[config.mk]
export PLATFORM = sky130hd
export DESIGN_NAME = midi_track_event_parser_flat
export DESIGN_NICKNAME = d
export VERILOG_FILES = /design/src/rtl/mtep_pkg.sv /design/src/rtl/mtep_stream_if.sv /design/src/rtl/mtep_in_stage.sv /design/src/rtl/mtep_parse_core.sv /design/src/rtl/mtep_out_stage.sv /design/src/rtl/midi_track_event_parser.sv /design/src/flat_wrapper.sv
export SDC_FILE = /design/constraint.sdc
export NUM_CORES = 1
export LEC_CHECK = 0
export CAP_MARGIN = 20
export CORE_MARGIN = 2
export CORE_UTILIZATION = 45
export DETAILED_ROUTE_END_ITERATION = 6
export DONT_BUFFER_PORTS = 1
export GPL_ROUTABILITY_DRIVEN = 0
export RECOVER_POWER = 100
export SYNTH_ARGS = -nofsm -noshare
export SYNTH_HDL_FRONTEND = slang
export SYNTH_SLANG_ARGS = --single-unit
[constraint.sdc]
create_clock -name clk -period 12.8 [get_ports clk]
set_input_delay 0.64 -clock clk [delete_from_list [all_inputs] [get_ports clk]]
set_output_delay 0.64 -clock clk [all_outputs]
set_load 0.05 [all_outputs]
[src/rtl/mtep_pkg.sv]
// ----------------------------------------------------------------------------
// MIDI track event parser package
// Widths, status codes, parse phases and the records passed between stages.
// ----------------------------------------------------------------------------
package mtep_pkg;

  // Field widths
  localparam int BYTE_W    = 8;
  localparam int LEN_W     = 28;
  localparam int TICK_W    = 10;
  localparam int TIME_BITS = 32;
  localparam int EVT_TIME_W = 32;
  localparam int MULT_W    = TICK_W + LEN_W;

  // Status and meta codes
  localparam logic [BYTE_W-1:0] META_STATUS  = 8'hFF;
  localparam logic [BYTE_W-1:0] SYS_FIRST    = 8'hF0;
  localparam logic [BYTE_W-1:0] META_END     = 8'h2F;
  localparam logic [3:0]        SYS_NIBBLE   = 4'hF;
  localparam logic [3:0]        PROG_NIBBLE  = 4'hC;
  localparam logic [3:0]        PRESS_NIBBLE = 4'hD;

  localparam logic [TICK_W-1:0] TICK_RESET = TICK_W'(1);

  // Parse phase of the current event
  typedef enum logic [2:0] {
    PH_DELTA  = 3'd0,
    PH_STATUS = 3'd1,
    PH_LEN    = 3'd2,
    PH_DATA   = 3'd3,
    PH_META   = 3'd4
  } mtep_phase_t;

  // Registered input request
  typedef struct packed {
    logic [BYTE_W-1:0] track_byte;
    logic              track_start;
  } mtep_item_t;

  // One parse result
  typedef struct packed {
    logic                  data_valid;
    logic [BYTE_W-1:0]     data_byte;
    logic [LEN_W-1:0]      data_index;
    logic                  event_done;
    logic                  event_kind;
    logic [BYTE_W-1:0]     status_byte;
    logic [BYTE_W-1:0]     meta_type;
    logic [LEN_W-1:0]      event_delta;
    logic [EVT_TIME_W-1:0] event_time;
  } mtep_result_t;

endpackage

[src/rtl/mtep_stream_if.sv]
// ----------------------------------------------------------------------------
// MIDI track event parser channels
// Valid/ready interfaces for the track byte input and the event result output.
// ----------------------------------------------------------------------------
interface mtep_byte_if import mtep_pkg::*; ();
  logic              valid;
  logic              ready;
  logic [BYTE_W-1:0] track_byte;
  logic              track_start;

  modport source (output valid, output track_byte, output track_start, input ready);
  modport sink   (input valid, input track_byte, input track_start, output ready);
endinterface

interface mtep_event_if import mtep_pkg::*; ();
  logic                  valid;
  logic                  ready;
  logic                  data_valid;
  logic [BYTE_W-1:0]     data_byte;
  logic [LEN_W-1:0]      data_index;
  logic                  event_done;
  logic                  event_kind;
  logic [BYTE_W-1:0]     status_byte;
  logic [BYTE_W-1:0]     meta_type;
  logic [LEN_W-1:0]      event_delta;
  logic [EVT_TIME_W-1:0] event_time;

  modport source (
    output valid, output data_valid, output data_byte, output data_index,
    output event_done, output event_kind, output status_byte, output meta_type,
    output event_delta, output event_time, input ready
  );
  modport sink (
    input valid, input data_valid, input data_byte, input data_index,
    input event_done, input event_kind, input status_byte, input meta_type,
    input event_delta, input event_time, output ready
  );
endinterface

[src/rtl/mtep_in_stage.sv]
// ----------------------------------------------------------------------------
// MIDI track event parser input stage
// Registers one track byte request and hands it to the parse step.
// ----------------------------------------------------------------------------
module mtep_in_stage import mtep_pkg::*; (
  input  logic       clk,
  input  logic       rst_n,
  input  logic       in_valid,
  output logic       in_ready,
  input  mtep_item_t in_item,
  input  logic       advance,
  output logic       item_valid,
  output mtep_item_t item
);

  logic       valid_r;
  logic       valid_nxt;
  mtep_item_t item_r;

  // Take a new request when empty or when the held one moves on
  assign in_ready = !valid_r || advance;

  always_comb begin
    valid_nxt = valid_r;
    if (in_valid && in_ready) begin
      valid_nxt = 1'b1;
    end else if (advance) begin
      valid_nxt = 1'b0;
    end
  end

  always_ff @(posedge clk) begin
    if (!rst_n) begin
      valid_r <= 1'b0;
    end else begin
      valid_r <= valid_nxt;
    end
  end

  // Capture payload on accept
  always_ff @(posedge clk) begin
    if (in_valid && in_ready) begin
      item_r <= in_item;
    end
  end

  assign item_valid = valid_r;
  assign item       = item_r;

endmodule

[src/rtl/mtep_parse_core.sv]
// ----------------------------------------------------------------------------
// MIDI track event parser core
// Holds the per-track parse state and decodes one track byte per step.
// ----------------------------------------------------------------------------
module mtep_parse_core import mtep_pkg::*; (
  input  logic              clk,
  input  logic              rst_n,
  input  logic              cfg_we,
  input  logic [TICK_W-1:0] cfg_wdata,
  input  logic              step,
  input  mtep_item_t        item,
  output mtep_result_t      result
);

  // State registers
  mtep_phase_t          phase_r,      phase_nxt;
  logic [BYTE_W-1:0]    run_status_r, run_status_nxt;
  logic [BYTE_W-1:0]    cur_status_r, cur_status_nxt;
  logic [BYTE_W-1:0]    cur_meta_r,   cur_meta_nxt;
  logic [LEN_W-1:0]     delta_r,      delta_nxt;
  logic [LEN_W-1:0]     rem_len_r,    rem_len_nxt;
  logic [LEN_W-1:0]     data_cnt_r,   data_cnt_nxt;
  logic [TIME_BITS-1:0] track_time_r, track_time_nxt;
  logic                 end_flag_r,   end_flag_nxt;
  logic [TICK_W-1:0]    tick_factor_r;

  // State as seen by this byte, after an optional track restart
  mtep_phase_t          phase_e;
  logic [BYTE_W-1:0]    run_status_e;
  logic [BYTE_W-1:0]    cur_status_e;
  logic [BYTE_W-1:0]    cur_meta_e;
  logic [LEN_W-1:0]     delta_e;
  logic [LEN_W-1:0]     rem_len_e;
  logic [LEN_W-1:0]     data_cnt_e;
  logic [TIME_BITS-1:0] track_time_e;
  logic                 end_flag_e;

  logic [BYTE_W-1:0]    cbyte;
  logic                 running;
  logic [BYTE_W-1:0]    status_sel;
  logic                 one_data;
  logic                 system_st;
  logic [LEN_W-1:0]     len_acc;
  logic [LEN_W-1:0]     rem_dec;
  logic [LEN_W-1:0]     delta_acc;
  logic [MULT_W-1:0]    delta_scaled;
  logic                 done;
  logic                 res_valid;
  logic [LEN_W-1:0]     res_index;

  assign cbyte = item.track_byte;

  // Apply track restart ahead of this byte
  assign phase_e      = item.track_start ? PH_DELTA : phase_r;
  assign run_status_e = item.track_start ? '0 : run_status_r;
  assign cur_status_e = item.track_start ? '0 : cur_status_r;
  assign cur_meta_e   = item.track_start ? '0 : cur_meta_r;
  assign delta_e      = item.track_start ? '0 : delta_r;
  assign rem_len_e    = item.track_start ? '0 : rem_len_r;
  assign data_cnt_e   = item.track_start ? '0 : data_cnt_r;
  assign track_time_e = item.track_start ? '0 : track_time_r;
  assign end_flag_e   = item.track_start ? 1'b0 : end_flag_r;

  // Byte classification and accumulators
  assign running    = !cbyte[BYTE_W-1];
  assign status_sel = running ? run_status_e : cbyte;
  assign one_data   = (status_sel[7:4] == PROG_NIBBLE) || (status_sel[7:4] == PRESS_NIBBLE);
  assign system_st  = (status_sel[7:4] == SYS_NIBBLE);
  assign len_acc    = {rem_len_e[LEN_W-8:0], cbyte[6:0]};
  assign rem_dec    = rem_len_e - LEN_W'(1);
  assign delta_acc  = {delta_e[LEN_W-8:0], cbyte[6:0]};

  // Scale delta time by the tick factor
  assign delta_scaled = MULT_W'(tick_factor_r) * MULT_W'(delta_acc);

  // Event completion
  always_comb begin
    unique case (phase_e)
      PH_STATUS: done = running && one_data;
      PH_LEN:    done = running && (len_acc == '0);
      PH_DATA:   done = (rem_dec == '0);
      default:   done = 1'b0;
    endcase
  end

  // Next parse phase
  always_comb begin
    unique case (phase_e)
      PH_STATUS: begin
        if (status_sel == META_STATUS) begin
          phase_nxt = PH_META;
        end else if (one_data) begin
          phase_nxt = running ? PH_DELTA : PH_DATA;
        end else if (system_st) begin
          phase_nxt = PH_LEN;
        end else begin
          phase_nxt = PH_DATA;
        end
      end
      PH_META: phase_nxt = PH_LEN;
      PH_LEN: begin
        if (!running) begin
          phase_nxt = PH_LEN;
        end else if (len_acc == '0) begin
          phase_nxt = PH_DELTA;
        end else begin
          phase_nxt = PH_DATA;
        end
      end
      PH_DATA: phase_nxt = done ? PH_DELTA : PH_DATA;
      default: phase_nxt = running ? PH_STATUS : PH_DELTA;
    endcase
  end

  // Datapath update and result fields
  always_comb begin
    run_status_nxt = run_status_e;
    cur_status_nxt = cur_status_e;
    cur_meta_nxt   = cur_meta_e;
    delta_nxt      = delta_e;
    rem_len_nxt    = rem_len_e;
    data_cnt_nxt   = data_cnt_e;
    track_time_nxt = track_time_e;
    end_flag_nxt   = end_flag_e;
    res_valid      = 1'b0;
    res_index      = '0;

    unique case (phase_e)
      PH_STATUS: begin
        cur_status_nxt = status_sel;
        if (running) begin
          res_valid    = 1'b1;
          res_index    = data_cnt_e;
          data_cnt_nxt = data_cnt_e + LEN_W'(1);
        end else begin
          // only channel statuses are kept as running status
          run_status_nxt = (cbyte < SYS_FIRST) ? cbyte : '0;
        end
        if (status_sel == META_STATUS) begin
          rem_len_nxt = rem_len_e;
        end else if (one_data) begin
          if (!running) begin
            rem_len_nxt = LEN_W'(1);
          end
        end else if (system_st) begin
          rem_len_nxt = '0;
        end else begin
          rem_len_nxt = running ? LEN_W'(1) : LEN_W'(2);
        end
      end
      PH_META: begin
        cur_meta_nxt = cbyte;
        end_flag_nxt = (cbyte == META_END);
        rem_len_nxt  = '0;
      end
      PH_LEN: begin
        rem_len_nxt = len_acc;
      end
      PH_DATA: begin
        res_valid    = 1'b1;
        res_index    = data_cnt_e;
        data_cnt_nxt = data_cnt_e + LEN_W'(1);
        rem_len_nxt  = rem_dec;
      end
      default: begin
        delta_nxt = delta_acc;
        if (running) begin
          track_time_nxt = track_time_e + TIME_BITS'(delta_scaled);
        end
      end
    endcase

    result.data_valid  = res_valid;
    result.data_byte   = res_valid ? cbyte : '0;
    result.data_index  = res_index;
    result.event_done  = done;
    result.event_kind  = done && end_flag_nxt;
    result.status_byte = cur_status_nxt;
    result.meta_type   = cur_meta_nxt;
    result.event_delta = delta_nxt;
    result.event_time  = EVT_TIME_W'(track_time_nxt);

    // Drop per-event state once the event completes
    if (done) begin
      cur_status_nxt = '0;
      cur_meta_nxt   = '0;
      delta_nxt      = '0;
      rem_len_nxt    = '0;
      data_cnt_nxt   = '0;
      end_flag_nxt   = 1'b0;
    end
  end

  // Advance parse state on each step
  always_ff @(posedge clk) begin
    if (!rst_n) begin
      phase_r      <= PH_DELTA;
      run_status_r <= '0;
      cur_status_r <= '0;
      cur_meta_r   <= '0;
      delta_r      <= '0;
      rem_len_r    <= '0;
      data_cnt_r   <= '0;
      track_time_r <= '0;
      end_flag_r   <= 1'b0;
    end else if (step) begin
      phase_r      <= phase_nxt;
      run_status_r <= run_status_nxt;
      cur_status_r <= cur_status_nxt;
      cur_meta_r   <= cur_meta_nxt;
      delta_r      <= delta_nxt;
      rem_len_r    <= rem_len_nxt;
      data_cnt_r   <= data_cnt_nxt;
      track_time_r <= track_time_nxt;
      end_flag_r   <= end_flag_nxt;
    end
  end

  // Tick factor register
  always_ff @(posedge clk) begin
    if (!rst_n) begin
      tick_factor_r <= TICK_RESET;
    end else if (cfg_we) begin
      tick_factor_r <= cfg_wdata;
    end
  end

endmodule

[src/rtl/mtep_out_stage.sv]
// ----------------------------------------------------------------------------
// MIDI track event parser output stage
// Result register with valid/ready toward the event consumer.
// ----------------------------------------------------------------------------
module mtep_out_stage import mtep_pkg::*; (
  input  logic         clk,
  input  logic         rst_n,
  input  logic         load_valid,
  output logic         load_ready,
  input  mtep_result_t load_data,
  output logic         out_valid,
  input  logic         out_ready,
  output mtep_result_t out_data
);

  logic         valid_r;
  logic         valid_nxt;
  mtep_result_t data_r;

  // Accept a new result when empty or when the held one is taken
  assign load_ready = !valid_r || out_ready;

  always_comb begin
    valid_nxt = valid_r;
    if (load_valid && load_ready) begin
      valid_nxt = 1'b1;
    end else if (out_ready) begin
      valid_nxt = 1'b0;
    end
  end

  always_ff @(posedge clk) begin
    if (!rst_n) begin
      valid_r <= 1'b0;
    end else begin
      valid_r <= valid_nxt;
    end
  end

  // Hold the result until taken
  always_ff @(posedge clk) begin
    if (load_valid && load_ready) begin
      data_r <= load_data;
    end
  end

  assign out_valid = valid_r;
  assign out_data  = data_r;

endmodule

[src/rtl/midi_track_event_parser.sv]
// ----------------------------------------------------------------------------
// MIDI track event parser
// Splits a standard MIDI track into events, a byte per cycle unless stalled.
// ----------------------------------------------------------------------------
// Takes one track byte per cycle while the output is not stalled and returns
// one result per byte, in order. A byte sits in the input register, then one
// step decodes it against the parse state (delta time, status with running
// status, length, data) and loads the result register; the delta time scaled
// by tick_factor is added to the track time in that same step, and that
// 10 x 28 bit multiply-add sets the cycle time. track_start restarts the track
// before its byte. Write tick_factor through cfg_we/cfg_wdata only while no
// request is in flight; it resets to 1.
module midi_track_event_parser import mtep_pkg::*; (
  input  logic              clk,
  input  logic              rst_n,
  input  logic              cfg_we,
  input  logic [TICK_W-1:0] cfg_wdata,
  mtep_byte_if.sink         in_bus,
  mtep_event_if.source      out_bus
);

  mtep_item_t   in_item;
  mtep_item_t   item;
  logic         item_valid;
  logic         load_ready;
  logic         advance;
  mtep_result_t step_result;
  mtep_result_t out_data;

  assign in_item.track_byte  = in_bus.track_byte;
  assign in_item.track_start = in_bus.track_start;

  // Step the parser when a byte is held and the result register has room
  assign advance = item_valid && load_ready;

  mtep_in_stage u_in_stage (
    .clk        (clk),
    .rst_n      (rst_n),
    .in_valid   (in_bus.valid),
    .in_ready   (in_bus.ready),
    .in_item    (in_item),
    .advance    (advance),
    .item_valid (item_valid),
    .item       (item)
  );

  mtep_parse_core u_parse_core (
    .clk       (clk),
    .rst_n     (rst_n),
    .cfg_we    (cfg_we),
    .cfg_wdata (cfg_wdata),
    .step      (advance),
    .item      (item),
    .result    (step_result)
  );

  mtep_out_stage u_out_stage (
    .clk        (clk),
    .rst_n      (rst_n),
    .load_valid (item_valid),
    .load_ready (load_ready),
    .load_data  (step_result),
    .out_valid  (out_bus.valid),
    .out_ready  (out_bus.ready),
    .out_data   (out_data)
  );

  assign out_bus.data_valid  = out_data.data_valid;
  assign out_bus.data_byte   = out_data.data_byte;
  assign out_bus.data_index  = out_data.data_index;
  assign out_bus.event_done  = out_data.event_done;
  assign out_bus.event_kind  = out_data.event_kind;
  assign out_bus.status_byte = out_data.status_byte;
  assign out_bus.meta_type   = out_data.meta_type;
  assign out_bus.event_delta = out_data.event_delta;
  assign out_bus.event_time  = out_data.event_time;

endmodule

[src/flat_wrapper.sv]
// flat-port wrapper written by rule: the top's interface ports become plain ports
module midi_track_event_parser_flat import mtep_pkg::*;
  (clk, rst_n, cfg_we, cfg_wdata, in_bus_valid, in_bus_track_byte, in_bus_track_start, in_bus_ready, out_bus_valid, out_bus_data_valid, out_bus_data_byte, out_bus_data_index, out_bus_event_done, out_bus_event_kind, out_bus_status_byte, out_bus_meta_type, out_bus_event_delta, out_bus_event_time, out_bus_ready);
  mtep_byte_if in_bus_i ();
  mtep_event_if out_bus_i ();
  input  logic clk;
  input  logic rst_n;
  input  logic cfg_we;
  input  logic [TICK_W-1:0] cfg_wdata;
  input wire logic [$bits(in_bus_i.valid)-1:0] in_bus_valid;
  input wire logic [$bits(in_bus_i.track_byte)-1:0] in_bus_track_byte;
  input wire logic [$bits(in_bus_i.track_start)-1:0] in_bus_track_start;
  output wire logic [$bits(in_bus_i.ready)-1:0] in_bus_ready;
  output wire logic [$bits(out_bus_i.valid)-1:0] out_bus_valid;
  output wire logic [$bits(out_bus_i.data_valid)-1:0] out_bus_data_valid;
  output wire logic [$bits(out_bus_i.data_byte)-1:0] out_bus_data_byte;
  output wire logic [$bits(out_bus_i.data_index)-1:0] out_bus_data_index;
  output wire logic [$bits(out_bus_i.event_done)-1:0] out_bus_event_done;
  output wire logic [$bits(out_bus_i.event_kind)-1:0] out_bus_event_kind;
  output wire logic [$bits(out_bus_i.status_byte)-1:0] out_bus_status_byte;
  output wire logic [$bits(out_bus_i.meta_type)-1:0] out_bus_meta_type;
  output wire logic [$bits(out_bus_i.event_delta)-1:0] out_bus_event_delta;
  output wire logic [$bits(out_bus_i.event_time)-1:0] out_bus_event_time;
  input wire logic [$bits(out_bus_i.ready)-1:0] out_bus_ready;
  assign in_bus_i.valid = in_bus_valid;
  assign in_bus_i.track_byte = in_bus_track_byte;
  assign in_bus_i.track_start = in_bus_track_start;
  assign in_bus_ready = in_bus_i.ready;
  assign out_bus_valid = out_bus_i.valid;
  assign out_bus_data_valid = out_bus_i.data_valid;
  assign out_bus_data_byte = out_bus_i.data_byte;
  assign out_bus_data_index = out_bus_i.data_index;
  assign out_bus_event_done = out_bus_i.event_done;
  assign out_bus_event_kind = out_bus_i.event_kind;
  assign out_bus_status_byte = out_bus_i.status_byte;
  assign out_bus_meta_type = out_bus_i.meta_type;
  assign out_bus_event_delta = out_bus_i.event_delta;
  assign out_bus_event_time = out_bus_i.event_time;
  assign out_bus_i.ready = out_bus_ready;
  midi_track_event_parser u_core (.clk(clk), .rst_n(rst_n), .cfg_we(cfg_we), .cfg_wdata(cfg_wdata), .in_bus(in_bus_i), .out_bus(out_bus_i));
endmodule
==> results.ini <==
[yosys]
synth-async-reset-ratio = 0
synth.top_cells.by_area = sky130_fd_sc_hd__fa_1 (21%), sky130_fd_sc_hd__edfxtp_1 (17%), sky130_fd_sc_hd__dfxtp_1 (15%), sky130_fd_sc_hd__nand2_1 (6.1%), sky130_fd_sc_hd__inv_1 (4.2%)
synth_largest_area_cell = sky130_fd_sc_hd__fa_1
ys.warnings.count = 0
synthFlopType = sky130_fd_sc_hd__dfxtp_1
syn-mean-instance-area_sq_um = 9.21
edff_count_synth = 124
synthDominantCellAreaShare = 0.208
syn_inst = 2335
post_synthesis_instance_area_sq_um = 21500
synth.most_common_cell = sky130_fd_sc_hd__nand2_1
yosys_register_bits = 280
synth_fp_nets = 2640
yosysSeqAreaShare = 0.318
synth_cell_type_count = 83
synth.top_cells.by_count = sky130_fd_sc_hd__nand2_1 (347), sky130_fd_sc_hd__inv_1 (243), sky130_fd_sc_hd__fa_1 (223), sky130_fd_sc_hd__dfxtp_1 (156), sky130_fd_sc_hd__and2_1 (143)

[worst_setup_path]
worst_setup_path_category = reg2reg
critPathRequiredTime_ns = 13.33
critical_path.endpoint_type = flip-flop
worst_setup_path_start_kind = flip-flop
crit_fanout = 57
worst-endpoint-arrival_ns = 10.03

[clock_tree]
cts_buffers = 31
cts_num_sinks = 280
tritoncts_clock_tree = built
worstSkewPairLatency_ns = 0.60
postCtsSetupBuffers = 0
cts_h_tree_depth = 1
cts_hold_buf = 0
ctsLongestPathBuffers = 3
cts_repair_resize_count = 0
path_clk_slew_ns = 0.06
clock_tree.root_cell = sky130_fd_sc_hd__clkbuf_16

[global_route]
number_of_antenna_violations_at_the_first_check_in_global_routing = 0
grt_overflow = 0
grt_pass1_vias = 16493
grt_max_degree = 90
grt_use_total = 0.240
grt_first_pass_wirelength_microns = 94000

[layout]
nNetsFinal = 2543
filler_cell_count = 4561
post_route_cells_drive_above_1_share = 0.0446
layout.cell_area.non_filler_sq_um = 22900
layout-area-overhead-vs-synth_pct = 6.52
antenna-diode-count = 0
fin_cells = 2878

[routing]
drtAntennaViolNets = 0
drt-wirelength-per-cell_microns = 20.8
route.detailed.drc = 0
dr_total_vias = 16750
firstDrtPassIters = 5
drt_iter0_drc = 1238
route.detailed.vias_per_inst = 5.82
route.final.wire_length_microns = 59800

[run_status]
violations_in_the_final_reports = max-capacitance violations, max-slew violations
status = complete, but fails checks

[sta]
skew_ns = 0.0240
rsz0062_at_grt = no
max_clock_freq_mhz = 105
setup_tns_ns = 0
crit_path_time_final_ns = 9.49
layout_worst_path_cycle_share = 0.742
max_slew.worst_pin.slew_ns = 4.17
finalMaxSlewViolations = 533
finalHoldViolations = 0
maxSlewHeadroom = -1.79
finalSetupViolCount = 0
hold_slack_ns = 0.140

[floorplan]
design.core.area_sq_um = 47400
design.portCount = 141
width_of_the_die_microns = 223
design.die.area_sq_um = 49600
die_h_microns = 223
floorplan.initialDensity = 0.453
placementRows = 80

[placement]
placed_area_sq_um = 21900
placed_cells = 2819
dp_hpwl_microns = 42200
place.port_buffers = 0

[job]
maximum_capacitance_violations = 11

[min_path]
hold_path.class = in2reg

[power]
p_leak_nw = 9.26
total_power_mw = 2.35
irDropWorstVdd_mv = 0.115
power.density_nw_per_um2 = 102

-- state kept, by name (all words and copies together) (netlist names), 9 cells and up --
register                           flops
u_core.u_parse_core.rem_len_r         28
u_core.u_parse_core.tick_factor_r     10
u_core.u_parse_core.data_cnt_r        28
u_core.u_out_stage.out_data          115
u_core.u_in_stage.item                 9
u_core.u_parse_core.delta_r           28
u_core.u_parse_core.track_time_r      32
-- layer usage --
metal	vias to the layer above	part of all wire	routed length, microns	GRT usage
met5	-	0	0	0
met4	0	0.030	1770	0.0723
met3	94	0.068	4060	0.0460
met2	572	0.45	27100	0.374
met1	8436	0.45	26900	0.339
li1	7648	-	-	-
-- cell families after synthesis --
group,count (synthesis),synth area share
compound gates,412,0.128
buf+inv,408,0.0727
simple gates,866,0.200
fa+ha+maj,281,0.241
mux,46,0.0226
xor+xnor,42,0.0177
flops,280,0.318
-- critical path, stage by stage, from the launching register on --
cell and delay, ns:
sky130_fd_sc_hd__edfxtp_1 0.32, sky130_fd_sc_hd__clkbuf_1 1.71, sky130_fd_sc_hd__clkbuf_1 1.24, sky130_fd_sc_hd__clkbuf_1 1.84
sky130_fd_sc_hd__nand2_1 0.61, sky130_fd_sc_hd__nand2_1 0.38, sky130_fd_sc_hd__a31oi_1 0.11, sky130_fd_sc_hd__nor3b_1 0.18
sky130_fd_sc_hd__nand4_1 0.12, sky130_fd_sc_hd__nor4_1 0.07, sky130_fd_sc_hd__a21boi_0 0.28, sky130_fd_sc_hd__clkbuf_1 1.33
sky130_fd_sc_hd__and2_4 0.85, sky130_fd_sc_hd__a22o_1 0.26
-- path summary, 6_finish.rpt --
kind	end	slack (ns)	cells past startpoint	startpoint
worst max-delay path	u_core.u_parse_core.delta_r[23]	3.31	13	u_core.u_in_stage.item[0]
worst max register to register	u_core.u_parse_core.delta_r[23]	3.31	13	u_core.u_in_stage.item[0]
worst min register to register	u_core.u_parse_core.track_time_r[10]	0.45	2	u_core.u_parse_core.track_time_r[10]
worst min-delay path	u_core.u_in_stage.item[4]	0.14	0	in_bus_track_byte[3]
-- per-stage QoR --
| stage | utilization | setup WS, ns |
|---|---|---|
| final | 0.483 | 3.31 |
| after global routing | 0.483 | 2.77 |
| after CTS | 0.484 | 5.56 |
| after detailed placement | 0.462 | 5.60 |
| after global placement | 0.462 | 5.77 |
| after floorplan | - | 5.38 |
-- placed cells by master, fill, tap and decap left out, types with 8 or more instances in the layout --
cell type,netlist,routed
sky130_fd_sc_hd__nand2_1,347,347
sky130_fd_sc_hd__inv_1,243,242
sky130_fd_sc_hd__fa_1,223,223
sky130_fd_sc_hd__dfxtp_1,156,156
sky130_fd_sc_hd__edfxtp_1,124,124
sky130_fd_sc_hd__and2_1,143,118
sky130_fd_sc_hd__nor2_1,109,105
sky130_fd_sc_hd__o21ai_0,92,101
sky130_fd_sc_hd__a21oi_1,83,83
sky130_fd_sc_hd__nor2b_1,61,61
sky130_fd_sc_hd__ha_1,58,58
sky130_fd_sc_hd__a22o_1,54,54
sky130_fd_sc_hd__nand3_1,46,46
sky130_fd_sc_hd__nor3_1,34,34
sky130_fd_sc_hd__clkbuf_16,0,32
sky130_fd_sc_hd__a31oi_1,30,30
sky130_fd_sc_hd__xnor2_1,27,27
sky130_fd_sc_hd__and2_0,1,26
sky130_fd_sc_hd__mux2i_1,25,25
sky130_fd_sc_hd__and3_1,23,23
sky130_fd_sc_hd__buf_4,0,21
sky130_fd_sc_hd__nand4_1,18,18
sky130_fd_sc_hd__mux2_1,0,18
sky130_fd_sc_hd__nor4_1,16,17
sky130_fd_sc_hd__o22ai_1,16,16
sky130_fd_sc_hd__clkbuf_1,141,15
sky130_fd_sc_hd__o211ai_1,14,14
sky130_fd_sc_hd__xor2_1,14,14
sky130_fd_sc_hd__a22oi_1,14,14
sky130_fd_sc_hd__a21o_1,13,13
sky130_fd_sc_hd__nor3b_1,12,12
sky130_fd_sc_hd__nand2b_1,12,11
sky130_fd_sc_hd__a211oi_1,9,9
sky130_fd_sc_hd__a41oi_1,8,8
sky130_fd_sc_hd__and4_1,8,8
-- final cells by class --
type,instances,area [sq um],share of cell area
clock inverter,21,210,0.00918
tap,615,769,0.0336
clock buffer,37,850,0.0371
inverter,244,917,0.0400
multi-input combinational,1647,13100,0.572
timing repair buffer,34,206,0.00901
sequential,280,6850,0.299
-- power by group --
group          internal, mW  leakage [nW]  total, mW  switching, mW
registers             0.975          2.42       1.07         0.0950
clock network         0.537         0.514      0.935          0.398
logic                 0.114          6.32      0.342          0.227
Note: power is estimated with default switching activity, not from simulation.
